## src/rtl/lpg_pkg.sv

```systemverilog
// ----------------------------------------------------------------------------
// lpg_pkg
// Shared types and constants of the LED pattern generator.
// ----------------------------------------------------------------------------
`default_nettype none

package lpg_pkg;

   localparam int LED_COUNT_DEF = 5;
   localparam int LED_MAX       = 16;

   localparam int NOW_W    = 32;
   localparam int ADC_W    = 12;
   localparam int LEDS_W   = 5;
   localparam int TEMP_W   = 5;
   localparam int PERIOD_W = 16;
   localparam int SEED_W   = 16;

   localparam int CSR_ADDR_W = 2;
   localparam int CSR_DATA_W = 16;

   localparam logic [PERIOD_W-1:0] PERIOD_RESET = 16'd500;
   localparam logic [SEED_W-1:0]   SEED_RESET   = 16'd44257;
   localparam logic [SEED_W-1:0]   LFSR_TAPS    = 16'hB400;

   // temperature scaling: floor(adc * 330 / 4095) - 50, clamped to 0..31
   localparam int TEMP_SCALE  = 330;
   localparam int ADC_FULL    = 4095;
   localparam int TEMP_OFFSET = 50;
   localparam int TEMP_MAX    = 31;

   typedef enum logic [2:0] {
      MODE_OFF     = 3'd0,
      MODE_BLINK   = 3'd1,
      MODE_CHASE   = 3'd2,
      MODE_WAVE    = 3'd3,
      MODE_FLICKER = 3'd4,
      MODE_TEMP    = 3'd5,
      MODE_MANUAL  = 3'd6
   } mode_type;

   typedef enum logic [CSR_ADDR_W-1:0] {
      CSR_MODE   = 2'd0,
      CSR_PERIOD = 2'd1,
      CSR_MANUAL = 2'd2,
      CSR_SEED   = 2'd3
   } csr_addr_type;

   typedef struct packed {
      logic [NOW_W-1:0] now_ms;
      logic [ADC_W-1:0] adc_sample;
   } req_type;

   typedef struct packed {
      logic [LEDS_W-1:0] leds;
      logic [TEMP_W-1:0] temp_clamped;
   } rsp_type;

endpackage

`default_nettype wire

```

## src/rtl/lpg_temp.sv

```systemverilog
// ----------------------------------------------------------------------------
// lpg_temp
// Converts a 12-bit sensor sample to whole degrees, clamped to 0..31.
// ----------------------------------------------------------------------------
`default_nettype none

module lpg_temp (
   input  wire logic [lpg_pkg::ADC_W-1:0]  adc_sample,
   output logic      [lpg_pkg::TEMP_W-1:0] temp_clamped
);

   localparam int PROD_W = 21;
   localparam int QUOT_W = 9;
   localparam int REM_W  = 13;

   logic [PROD_W-1:0] prod;
   logic [QUOT_W-1:0] q_est;
   logic [REM_W-1:0]  rem_est;
   logic [QUOT_W-1:0] quot;

   // divide by 4095 as divide by 4096 plus one correction step
   always_comb begin
      prod    = PROD_W'(adc_sample) * PROD_W'(lpg_pkg::TEMP_SCALE);
      q_est   = prod[PROD_W-1:12];
      rem_est = REM_W'(prod[11:0]) + REM_W'(q_est);
      quot    = q_est + QUOT_W'(rem_est >= REM_W'(lpg_pkg::ADC_FULL));
      if (quot < QUOT_W'(lpg_pkg::TEMP_OFFSET)) begin
         temp_clamped = '0;
      end else if (quot > QUOT_W'(lpg_pkg::TEMP_OFFSET + lpg_pkg::TEMP_MAX)) begin
         temp_clamped = lpg_pkg::TEMP_W'(lpg_pkg::TEMP_MAX);
      end else begin
         temp_clamped = lpg_pkg::TEMP_W'(quot - QUOT_W'(lpg_pkg::TEMP_OFFSET));
      end
   end

endmodule

`default_nettype wire

```

## src/rtl/led_pattern_generator.sv

```systemverilog
// ----------------------------------------------------------------------------
// led_pattern_generator
// Drives a row of LEDs in off, blink, chase, wave, flicker, temperature or
// manual mode, one update per time/temperature beat.
// ----------------------------------------------------------------------------
// Each request beat is captured in an input register; when the response
// register is free or drained, the animation step, temperature conversion and
// LED update are done in one pass into the response register, and one beat is
// taken every cycle while the response side keeps draining. Timed modes step
// when now_ms minus the last step time (mod 2^32) reaches the period (half the
// period in flicker mode). Writing the mode register restarts the animation.
// CSR writes are meant for idle periods only.
`default_nettype none

module led_pattern_generator #(
   parameter int LED_COUNT = lpg_pkg::LED_COUNT_DEF
) (
   input  wire logic                            clock,
   input  wire logic                            reset,

   input  wire logic                            req_valid,
   output logic                                 req_ready,
   input  wire lpg_pkg::req_type                req_data,

   output logic                                 rsp_valid,
   input  wire logic                            rsp_ready,
   output lpg_pkg::rsp_type                     rsp_data,

   input  wire logic                            csr_wr_en,
   input  wire logic [lpg_pkg::CSR_ADDR_W-1:0]  csr_addr,
   input  wire logic [lpg_pkg::CSR_DATA_W-1:0]  csr_wdata
);

   localparam int CHASE_W = (LED_COUNT > 1) ? $clog2(LED_COUNT) : 1;
   localparam int WAVE_W  = $clog2(2 * LED_COUNT);
   localparam int NOW_W   = lpg_pkg::NOW_W;
   localparam int SEED_W  = lpg_pkg::SEED_W;

   // configuration
   lpg_pkg::mode_type                 mode_ff,   mode_in;
   logic [lpg_pkg::PERIOD_W-1:0]      period_ff, period_in;
   logic [lpg_pkg::LEDS_W-1:0]        manual_ff, manual_in;
   logic [SEED_W-1:0]                 seed_ff,   seed_in;

   // animation state
   logic [LED_COUNT-1:0]              led_ff,    led_in;
   logic [NOW_W-1:0]                  last_ff,   last_in;
   logic [CHASE_W-1:0]                chase_ff,  chase_in;
   logic [WAVE_W-1:0]                 wave_ff,   wave_in;
   logic                              blink_ff,  blink_in;
   logic [SEED_W-1:0]                 lfsr_ff,   lfsr_in;

   // pipeline
   logic                              s1_valid_ff, s1_valid_in;
   lpg_pkg::req_type                  s1_data_ff;
   logic                              rsp_valid_ff, rsp_valid_in;
   lpg_pkg::rsp_type                  rsp_data_ff,  rsp_data_in;

   logic                              advance;
   logic [lpg_pkg::TEMP_W-1:0]        temp;
   logic [NOW_W-1:0]                  elapsed;
   logic [lpg_pkg::PERIOD_W-1:0]      step_period;
   logic                              due;
   logic [WAVE_W-1:0]                 wave_n;
   logic [LED_COUNT-1:0]              wave_leds;
   logic [LED_COUNT-1:0]              flick_leds;
   logic [SEED_W-1:0]                 flick_lfsr;
   logic [lpg_pkg::LED_MAX-1:0]       temp_wide;
   logic [lpg_pkg::LED_MAX-1:0]       manual_wide;
   logic [lpg_pkg::LED_MAX-1:0]       led_wide;

   assign advance     = s1_valid_ff && (!rsp_valid_ff || rsp_ready);
   assign req_ready   = !s1_valid_ff || advance;
   assign rsp_valid   = rsp_valid_ff;
   assign rsp_data    = rsp_data_ff;

   lpg_temp u_temp (
      .adc_sample   (s1_data_ff.adc_sample),
      .temp_clamped (temp)
   );

   assign temp_wide   = lpg_pkg::LED_MAX'(temp);
   assign manual_wide = lpg_pkg::LED_MAX'(manual_ff);

   always_comb begin
      elapsed     = s1_data_ff.now_ms - last_ff;
      step_period = (mode_ff == lpg_pkg::MODE_FLICKER) ? (period_ff >> 1) : period_ff;
      due         = elapsed >= NOW_W'(step_period);
   end

   always_comb begin
      wave_n = (wave_ff < WAVE_W'(LED_COUNT)) ? wave_ff
                                              : WAVE_W'(2 * LED_COUNT - 1) - wave_ff;
      for (int i = 0; i < LED_COUNT; i++) begin
         wave_leds[i] = wave_n > WAVE_W'(i);
      end
   end

   // one LFSR shift per LED, bit shifted out drives that LED
   always_comb begin
      flick_lfsr = lfsr_ff;
      for (int i = 0; i < LED_COUNT; i++) begin
         flick_leds[i] = flick_lfsr[0];
         flick_lfsr    = (flick_lfsr >> 1) ^ (flick_lfsr[0] ? lpg_pkg::LFSR_TAPS : '0);
      end
   end

   always_comb begin
      mode_in   = mode_ff;
      period_in = period_ff;
      manual_in = manual_ff;
      seed_in   = seed_ff;
      led_in    = led_ff;
      last_in   = last_ff;
      chase_in  = chase_ff;
      wave_in   = wave_ff;
      blink_in  = blink_ff;
      lfsr_in   = lfsr_ff;

      if (advance) begin
         case (mode_ff)
            lpg_pkg::MODE_BLINK: begin
               if (due) begin
                  last_in  = s1_data_ff.now_ms;
                  blink_in = !blink_ff;
                  led_in   = {LED_COUNT{!blink_ff}};
               end
            end
            lpg_pkg::MODE_CHASE: begin
               if (due) begin
                  last_in  = s1_data_ff.now_ms;
                  led_in   = LED_COUNT'(1) << chase_ff;
                  chase_in = (chase_ff == CHASE_W'(LED_COUNT - 1)) ? '0 : chase_ff + 1'b1;
               end
            end
            lpg_pkg::MODE_WAVE: begin
               if (due) begin
                  last_in = s1_data_ff.now_ms;
                  led_in  = wave_leds;
                  wave_in = (wave_ff == WAVE_W'(2 * LED_COUNT - 1)) ? '0 : wave_ff + 1'b1;
               end
            end
            lpg_pkg::MODE_FLICKER: begin
               if (due) begin
                  last_in = s1_data_ff.now_ms;
                  led_in  = flick_leds;
                  lfsr_in = flick_lfsr;
               end
            end
            lpg_pkg::MODE_TEMP: begin
               led_in = temp_wide[LED_COUNT-1:0];
            end
            lpg_pkg::MODE_MANUAL: begin
               led_in = manual_wide[LED_COUNT-1:0];
            end
            default: begin
            end
         endcase
      end

      if (csr_wr_en) begin
         case (csr_addr)
            lpg_pkg::CSR_MODE: begin
               mode_in  = lpg_pkg::mode_type'(csr_wdata[2:0]);
               last_in  = '0;
               chase_in = '0;
               wave_in  = '0;
               blink_in = 1'b0;
               lfsr_in  = seed_ff;
               if (mode_in != lpg_pkg::MODE_MANUAL) begin
                  led_in = '0;
               end
            end
            lpg_pkg::CSR_PERIOD: period_in = csr_wdata[lpg_pkg::PERIOD_W-1:0];
            lpg_pkg::CSR_MANUAL: manual_in = csr_wdata[lpg_pkg::LEDS_W-1:0];
            lpg_pkg::CSR_SEED:   seed_in   = csr_wdata[SEED_W-1:0];
            default: begin
            end
         endcase
      end
   end

   assign led_wide = lpg_pkg::LED_MAX'(led_in);

   always_comb begin
      s1_valid_in  = advance ? 1'b0 : s1_valid_ff;
      if (req_valid && req_ready) begin
         s1_valid_in = 1'b1;
      end
      rsp_valid_in = (rsp_valid_ff && !rsp_ready) || advance;
      rsp_data_in  = rsp_data_ff;
      if (advance) begin
         rsp_data_in.leds         = led_wide[lpg_pkg::LEDS_W-1:0];
         rsp_data_in.temp_clamped = temp;
      end
   end

   always_ff @(posedge clock) begin
      if (reset) begin
         mode_ff      <= lpg_pkg::MODE_OFF;
         period_ff    <= lpg_pkg::PERIOD_RESET;
         manual_ff    <= '0;
         seed_ff      <= lpg_pkg::SEED_RESET;
         led_ff       <= '0;
         last_ff      <= '0;
         chase_ff     <= '0;
         wave_ff      <= '0;
         blink_ff     <= 1'b0;
         lfsr_ff      <= lpg_pkg::SEED_RESET;
         s1_valid_ff  <= 1'b0;
         rsp_valid_ff <= 1'b0;
      end else begin
         mode_ff      <= mode_in;
         period_ff    <= period_in;
         manual_ff    <= manual_in;
         seed_ff      <= seed_in;
         led_ff       <= led_in;
         last_ff      <= last_in;
         chase_ff     <= chase_in;
         wave_ff      <= wave_in;
         blink_ff     <= blink_in;
         lfsr_ff      <= lfsr_in;
         s1_valid_ff  <= s1_valid_in;
         rsp_valid_ff <= rsp_valid_in;
      end
   end

   always_ff @(posedge clock) begin
      if (req_valid && req_ready) begin
         s1_data_ff <= req_data;
      end
      rsp_data_ff <= rsp_data_in;
   end

endmodule

`default_nettype wire
```

## config.mk

```make
export PLATFORM = sky130hd
export DESIGN_NAME = led_pattern_generator
export DESIGN_NICKNAME = d
export VERILOG_FILES = /design/src/rtl/lpg_pkg.sv /design/src/rtl/lpg_temp.sv /design/src/rtl/led_pattern_generator.sv
export SDC_FILE = /design/constraint.sdc
export NUM_CORES = 1
export LEC_CHECK = 0
export ABC_AREA = 1
export BUFFER_PORTS_ARGS = -buffer_cell sky130_fd_sc_hd__buf_2
export CORE_MARGIN = 3
export CORE_UTILIZATION = 28
export CTS_CLUSTER_SIZE = 8
export DETAILED_ROUTE_END_ITERATION = 8
export PLACE_DENSITY = 0.4
export SLEW_MARGIN = 25
export SYNTH_ARGS = -nofsm -noshare
export SYNTH_HDL_FRONTEND = slang
export SYNTH_SLANG_ARGS = --single-unit
```

## constraint.sdc

```tcl
create_clock -name clock -period 15.4 [get_ports clock]
set_input_delay 2.31 -clock clock [delete_from_list [all_inputs] [get_ports clock]]
set_output_delay 2.31 -clock clock [all_outputs]
set_load 0.01 [all_outputs]
```

==> flow_summary.toml, run 1 <==
[synth]
yosysMostFrequentCell = "nand2_1"
ys_warn_count = 0
synth_area_leader_cell = "dfxtp_1"
netlist_instances = 1637
synthTopCellsByCount = "nand2_1, inv_1, a21oi_1"
synth_ff_type = "dfxtp_1"
synth_area_um2 = 11700
asyncSetResetFlopFracSynth_pct = 0
post_synth_num_cell_types = 48
netlist_top_cells_area = "dfxtp_1, edfxtp_1, nand2_1"
sequential_share_of_the_synthesized_area_pct = 31.5
netlist.area_leader.share_pct = 17.6
avgSynthCellArea_um2 = 7.15
synth_nets = 1838
synth_edf_count = 54
synth.ff_latch_count = 157

[clocking]
worst_skew_pair.late_latency_ns = 0.46
ctsHoldBuffers = 0
clock_sink_count = 157
cts_buffers = 17
clock_tree.root_cell = "clkbuf_16"
cts_max_path_buffers = 2
clock_tree_from_tritoncts = "yes"
clk_pin_slew_worst_setup_hold_paths_ns = 0.07
cts_setup_buffers = 0
clock_tree.htree_level_count = 4
cts-resized-gates = 0

[sta]
fin_worst_skew_ns = 0.0108
final_setup_tns_ns = 0
tightest_slew_margin_relative_to_the_limit_pct = 34.4
hold_ws_ns = 0.458
rsz0062_at_grt = "false"
max_slew.worst_pin.slew_ns = 0.983
timing.fmax_mhz = 139
setup-violations-final = 0
fin_crit_ns = 7.18
final.period_utilization_pct = 46.6
finalHoldViolCount = 0
final-max-slew-violation-count = 0

[setup_path]
critical-path-max-stage-delay_ns = 0.50
cp.required_ns = 15.62
worstSetupEndpointType = "register"
r2r_slack_ns = 8.22
cp.arrival_ns = 7.39
rr_endpoint = "rsp_data[5]"
cp_slowest_cell = "fa_1"
worst_path_most_repeated_cell = "nand2_1"
reg2reg_from = "s1_data_ff[4]"
critPathKind = "reg2reg"
timing.reg2reg.worst_path_depth = 48
worst_setup_path_start_kind = "register"
critPathMaxFanout = 10

[routing]
drt_drc_violations_left = 0
detail_route.wirelength_um = 31800
wire_per_inst_um = 14.1
routed-via-count = 10185
routed_via_density = 4.52
antenna_violating_nets_post_route = 0
dr.first_iter.drc_count = 466
drtPass1Iterations = 5

[run_status]
run_status = "finished clean"

[final_layout]
fill_cells = 4578
antenna-diode-count = 0
fin_area_um2 = 13300
num-nets-final = 1907
layout.cells.non_filler = 2251
multi_input_comb_area_um2 = 6930
drive_above_1_share_pct = 10.9
area_growth_from_synthesis_to_final_layout_pct = 13.2
seqCellArea_um2 = 3680

[power_and_ir_drop]
total_power_uw = 1580
power.sequential.fraction_pct = 30.0
power-per-cell-area_nw_per_um2 = 119
power.clock.fraction_pct = 27.9
switching_power_uw = 649
power.switching_fraction_pct = 41.2
combPwrFrac_pct = 42.2
static-leakage-power_uw = 0.00637
peakVddDrop_mv = 0.0864
intPower_uw = 927

[place]
place_inst = 2219
gp_congestion = 0.836
io_buffer_count = 78
place_area_um2 = 12700
dpl.hpwl_um = 25400

[die]
floorplan.die.width_um = 211
core_region_area_um2 = 41100
initial_core_utilization_pct = 28.5
total_number_of_placement_rows = 74
design.die.area_um2 = 44300
number_of_primary_i_o_pins = 79
die_height_um = 211

[grt]
pin_count_of_the_biggest_net_entering_global_routing = 63
grt_pass1_wl_um = 52300
first_global_vias = 10081
initial_antenna_violation_count = 0
grt_overflow_total = 0
groute.usage.overall_pct = 14.8

[worst_hold_path]
hp-class = "reg2reg"
timing.hold.worst.start = "last_ff[5]"
worstHoldEndpoint = "last_ff[5]"
worst_hold_path.num_cells = 2

[flow_run]
timing.max_cap.violations = 0
## cells by family (layout without fill, tap and decap cells)
group / after synthesis / after routing / share of synthesized area, %
buffers and inverters: 287 / 369 / 9.46
muxes: 3 / 3 / 0.256
DFF: 157 / 157 / 31.5
adders and majority gates: 134 / 134 / 15.3
AOI/OAI and AO/OA: 282 / 282 / 13.2
and+or+nand+nor: 737 / 737 / 27.6
xor gates and xnor gates: 37 / 37 / 2.77
## power groups by stage
| stage | clock network, µW | registers, µW | logic [µW] |
|---|---|---|---|
| 2_1_floorplan | 0 | 480 | 495 |
| 3_3_place_gp | 0 | 482 | 664 |
| 3_5_place_dp | 0 | 482 | 662 |
| 4_1_cts | 460 | 473 | 670 |
| 5_1_grt | 475 | 476 | 773 |
| 6_report | 439 | 472 | 664 |
## worst max-delay path, delay by kind of cell, from the launching register on
family | cells | cell delay (ns)
AOI/OAI and AO/OA | 6 | 0.90
adders and majority gates | 9 | 2.94
buffers and inverters | 9 | 0.58
DFF | 1 | 0.47
and+or+nand+nor | 24 | 2.06
## routing by layer
metal / GRT usage [%] / wire, µm / vias to the layer above
li1: - / - / 5469
met5: 0 / 0 / -
met4: 4.53 / 488 / 0
met2: 24.5 / 14700 / 126
met1: 20.0 / 15700 / 4564
met3: 2.53 / 865 / 26
## worst max-delay path by stage
| stage | startpoint | endpoint | cells past startpoint |
|---|---|---|---|
| 2_1_floorplan | s1_data_ff[6] | rsp_data[5] | 44 |
| 3_3_place_gp | s1_data_ff[4] | rsp_data[7] | 48 |
| 3_5_place_dp | s1_data_ff[6] | rsp_data[7] | 44 |
| 4_1_cts | s1_data_ff[6] | rsp_data[7] | 44 |
| 5_1_grt | s1_data_ff[4] | rsp_data[7] | 43 |
| 6_report | s1_data_ff[4] | rsp_data[5] | 48 |
## layout by cell type, fill, tap and decap left out, types with 4 or more instances in the layout
| cell type | synthesis | layout |
|---|---|---|
| a211oi_1 | 6 | 6 |
| o211ai_1 | 12 | 12 |
| o21ai_0 | 107 | 107 |
| clkinv_4 | 0 | 4 |
| inv_2 | 8 | 8 |
| inv_1 | 243 | 242 |
| xnor2_1 | 10 | 10 |
| o21ai_1 | 5 | 5 |
| nand3_1 | 84 | 84 |
| nor2_4 | 6 | 6 |
| nand2_1 | 427 | 427 |
| clkbuf_16 | 0 | 18 |
| ha_1 | 118 | 118 |
| xor2_1 | 27 | 27 |
| a21oi_2 | 7 | 7 |
| nor3_1 | 15 | 14 |
| nand4_1 | 23 | 23 |
| fa_1 | 16 | 16 |
| clkinv_1 | 4 | 4 |
| nand3b_1 | 8 | 8 |
| nand2_2 | 19 | 18 |
| nor2_1 | 120 | 119 |
| nand3_2 | 10 | 10 |
| o21bai_1 | 9 | 9 |
| buf_4 | 0 | 4 |
| dfxtp_1 | 103 | 103 |
| a21oi_1 | 122 | 122 |
| nor2_2 | 13 | 14 |
| buf_2 | 9 | 78 |
| edfxtp_1 | 54 | 54 |
## per-stage QoR
step	setup slack, ns	util, %
floorplan	8.94	-
global placement	8.41	30.8
detailed placement	8.21	30.8
CTS	8.22	32.2
global route	7.38	32.3
finish	8.22	32.3
## registers in the layout (all words and copies together) (netlist names)
signal / count
s1_data_ff: 44
period_ff: 16
blink_ff: 1
manual_ff: 5
rsp_valid: 1
led_ff: 5
seed_ff: 16
last_ff: 32
chase_ff: 3
wave_ff: 4
s1_valid_ff: 1
lfsr_ff: 16
rsp_data: 10
mode_ff: 3
## area by class of cell
class                      count  share of cell area (%)
inverter                     255                    7.23
sequential                   157                    27.8
multi-input combinational   1193                    52.3
timing repair buffer          82                    3.17
tap                          532                    5.02
clock buffer                  18                    3.40
clock inverter                14                    1.14
Note: power is estimated with default switching activity, not from simulation.
==> inputs of run 2 (changes only) <==
- clock period: 15.4 -> 6.7 ns (I/O delays scaled with it)
==> flow_summary.toml, run 2 (same netlist as run 1, synthesis figures left out) <==
[run_status]
run_status = "finished clean"

[die]
number_of_primary_i_o_pins = 79
total_number_of_placement_rows = 74
initial_core_utilization_pct = 28.5
die_height_um = 211
core_region_area_um2 = 41100
floorplan.die.width_um = 211
design.die.area_um2 = 44300

[routing]
wire_per_inst_um = 14.3
dr.first_iter.drc_count = 498
routed-via-count = 10414
detail_route.wirelength_um = 32900
routed_via_density = 4.53
antenna_violating_nets_post_route = 0
drtPass1Iterations = 6
drt_drc_violations_left = 0

[final_layout]
num-nets-final = 1954
layout_commonest_cell = "nand2_1"
antenna-diode-count = 0
area_growth_from_synthesis_to_final_layout_pct = 21.1
top_library_cells_by_usage_in_the_layout_fill_and_taps_aside = "nand2_1, inv_1, a21oi_1"
fin_area_um2 = 14200
largest_registers = "s1_data_ff (44), last_ff (32)"
registers.top_by_ff_count = "s1_data_ff"
largest_register_ffs = 44
drive_above_1_share_pct = 19.0
fill_cells = 4503

[setup_path]
critPathKind = "reg2reg"
worst_setup_path_start_kind = "register"
reg2reg_from = "s1_data_ff[4]"
timing.reg2reg.worst_path_depth = 42
worstSetupEndpointType = "register"
cp_slowest_cell = "fa_2"
cp.arrival_ns = 6.72
worst_path_most_repeated_cell = "nand2_2"
critical-path-max-stage-delay_ns = 0.61
cp.required_ns = 6.93
critPathMaxFanout = 6
critical-path-top-delay-family = "adder cells"
rr_endpoint = "rsp_data[5]"
r2r_slack_ns = 0.21
worstPathBufferInverterCount = 8

[sta]
setup-violations-final = 0
hold_ws_ns = 0.458
finalHoldViolCount = 0
max_slew.worst_pin.slew_ns = 0.950
final.period_utilization_pct = 96.9
rsz0062_at_grt = "true"
timing.fmax_mhz = 154
fin_worst_skew_ns = 0.0179
final-max-slew-violation-count = 0
tightest_slew_margin_relative_to_the_limit_pct = 36.2
fin_crit_ns = 6.49

[worst_hold_path]
timing.hold.worst.start = "last_ff[15]"
hp-class = "reg2reg"
worstHoldEndpoint = "last_ff[15]"
worst_hold_path.num_cells = 2

[power_and_ir_drop]
peakVddDrop_mv = 0.194
static-leakage-power_uw = 0.00665
total_power_uw = 4170
power-per-cell-area_nw_per_um2 = 294

[place]
gp_congestion = 0.862
io_buffer_count = 78
dpl.hpwl_um = 25700
place_area_um2 = 12900

[clocking]
ctsHoldBuffers = 0
clk_pin_slew_worst_setup_hold_paths_ns = 0.07
clock_tree.htree_level_count = 4
clock_sink_count = 157
cts_buffers = 17
cts_max_path_buffers = 2
clock_tree_from_tritoncts = "yes"
clock_tree.root_cell = "clkbuf_16"
worst_skew_pair.late_latency_ns = 0.47

[flow_run]
timing.max_cap.violations = 0

[grt]
grt_overflow_total = 0
pin_count_of_the_biggest_net_entering_global_routing = 63
grt_pass1_wl_um = 52500
first_global_vias = 10048
groute.usage.overall_pct = 15.0
initial_antenna_violation_count = 0
## run 2: changes by cell type in the layout (fill, tap and decap cells not counted), sizes merged
cell | previous run | this run
clkbuf | 18 | 20
buf | 82 | 129
clkinv | 12 | 8
clkinvlp | 0 | 1
bufinv | 1 | 0
inv | 256 | 258
## run 2: worst max path at each step
stage	cells after the start	end	start	slack, ns
global route	44	rsp_data[9]	s1_data_ff[4]	-0.21
finish	42	rsp_data[5]	s1_data_ff[4]	0.21
CTS	46	rsp_data[9]	s1_data_ff[4]	0.002
floorplan	44	rsp_data[5]	s1_data_ff[6]	0.24
detailed placement	40	rsp_data[9]	s1_data_ff[4]	-0.19
global placement	41	rsp_data[7]	s1_data_ff[4]	-0.06
## run 2: per-layer routing
| layer | wire length [µm] | GRT usage, % |
|---|---|---|
| met5 | 0 | 0 |
| met3 | 828 | 2.57 |
| met4 | 609 | 4.62 |
| met2 | 15200 | 24.7 |
| met1 | 16300 | 20.1 |
## run 2: power breakdown
group	switching, µW	total, µW	leakage, µW	internal [µW]
Combinational	1240	2120	0.00500	878
Clock	445	969	0.000288	524
Sequential	29.5	1080	0.00136	1050
## run 2: cell type report
cell class                 instances  area (µm²)  share of cell area [%]
multi-input combinational       1193        7500                    52.9
sequential                       157        3680                    26.0
inverter                         255         958                    6.76
timing repair buffer             129         792                    5.59
tap                              532         666                    4.70
clock buffer                      20         478                    3.37
clock inverter                    12        97.6                   0.688
## run 2: metrics by stage
stage | worst slack, ns | cells | utilization, % | TNS (ns)
global route | -0.210 | 2298 | 34.5 | -1.40
global placement | -0.0620 | 2252 | 31.4 | -0.228
detailed placement | -0.194 | 2252 | 31.4 | -2.01
CTS | 0.00219 | 2288 | 33.1 | 0
finish | 0.206 | 2298 | 34.5 | 0
floorplan | 0.245 | 1637 | - | 0
## run 2: what timing repair did
| action | 4_1_cts | 5_1_grt |
|---|---|---|
| endpoints found under the setup margin | 15 | 15 |
| gates resized for setup | 15 | 115 |
| pin swaps | 12 | 62 |
| setup buffers | 4 | 11 |
## run 2: worst min-delay path: stages, from the launching register on
cell and delay (ns):
dfxtp_1 0.29, inv_1 0.06, a21oi_1 0.06
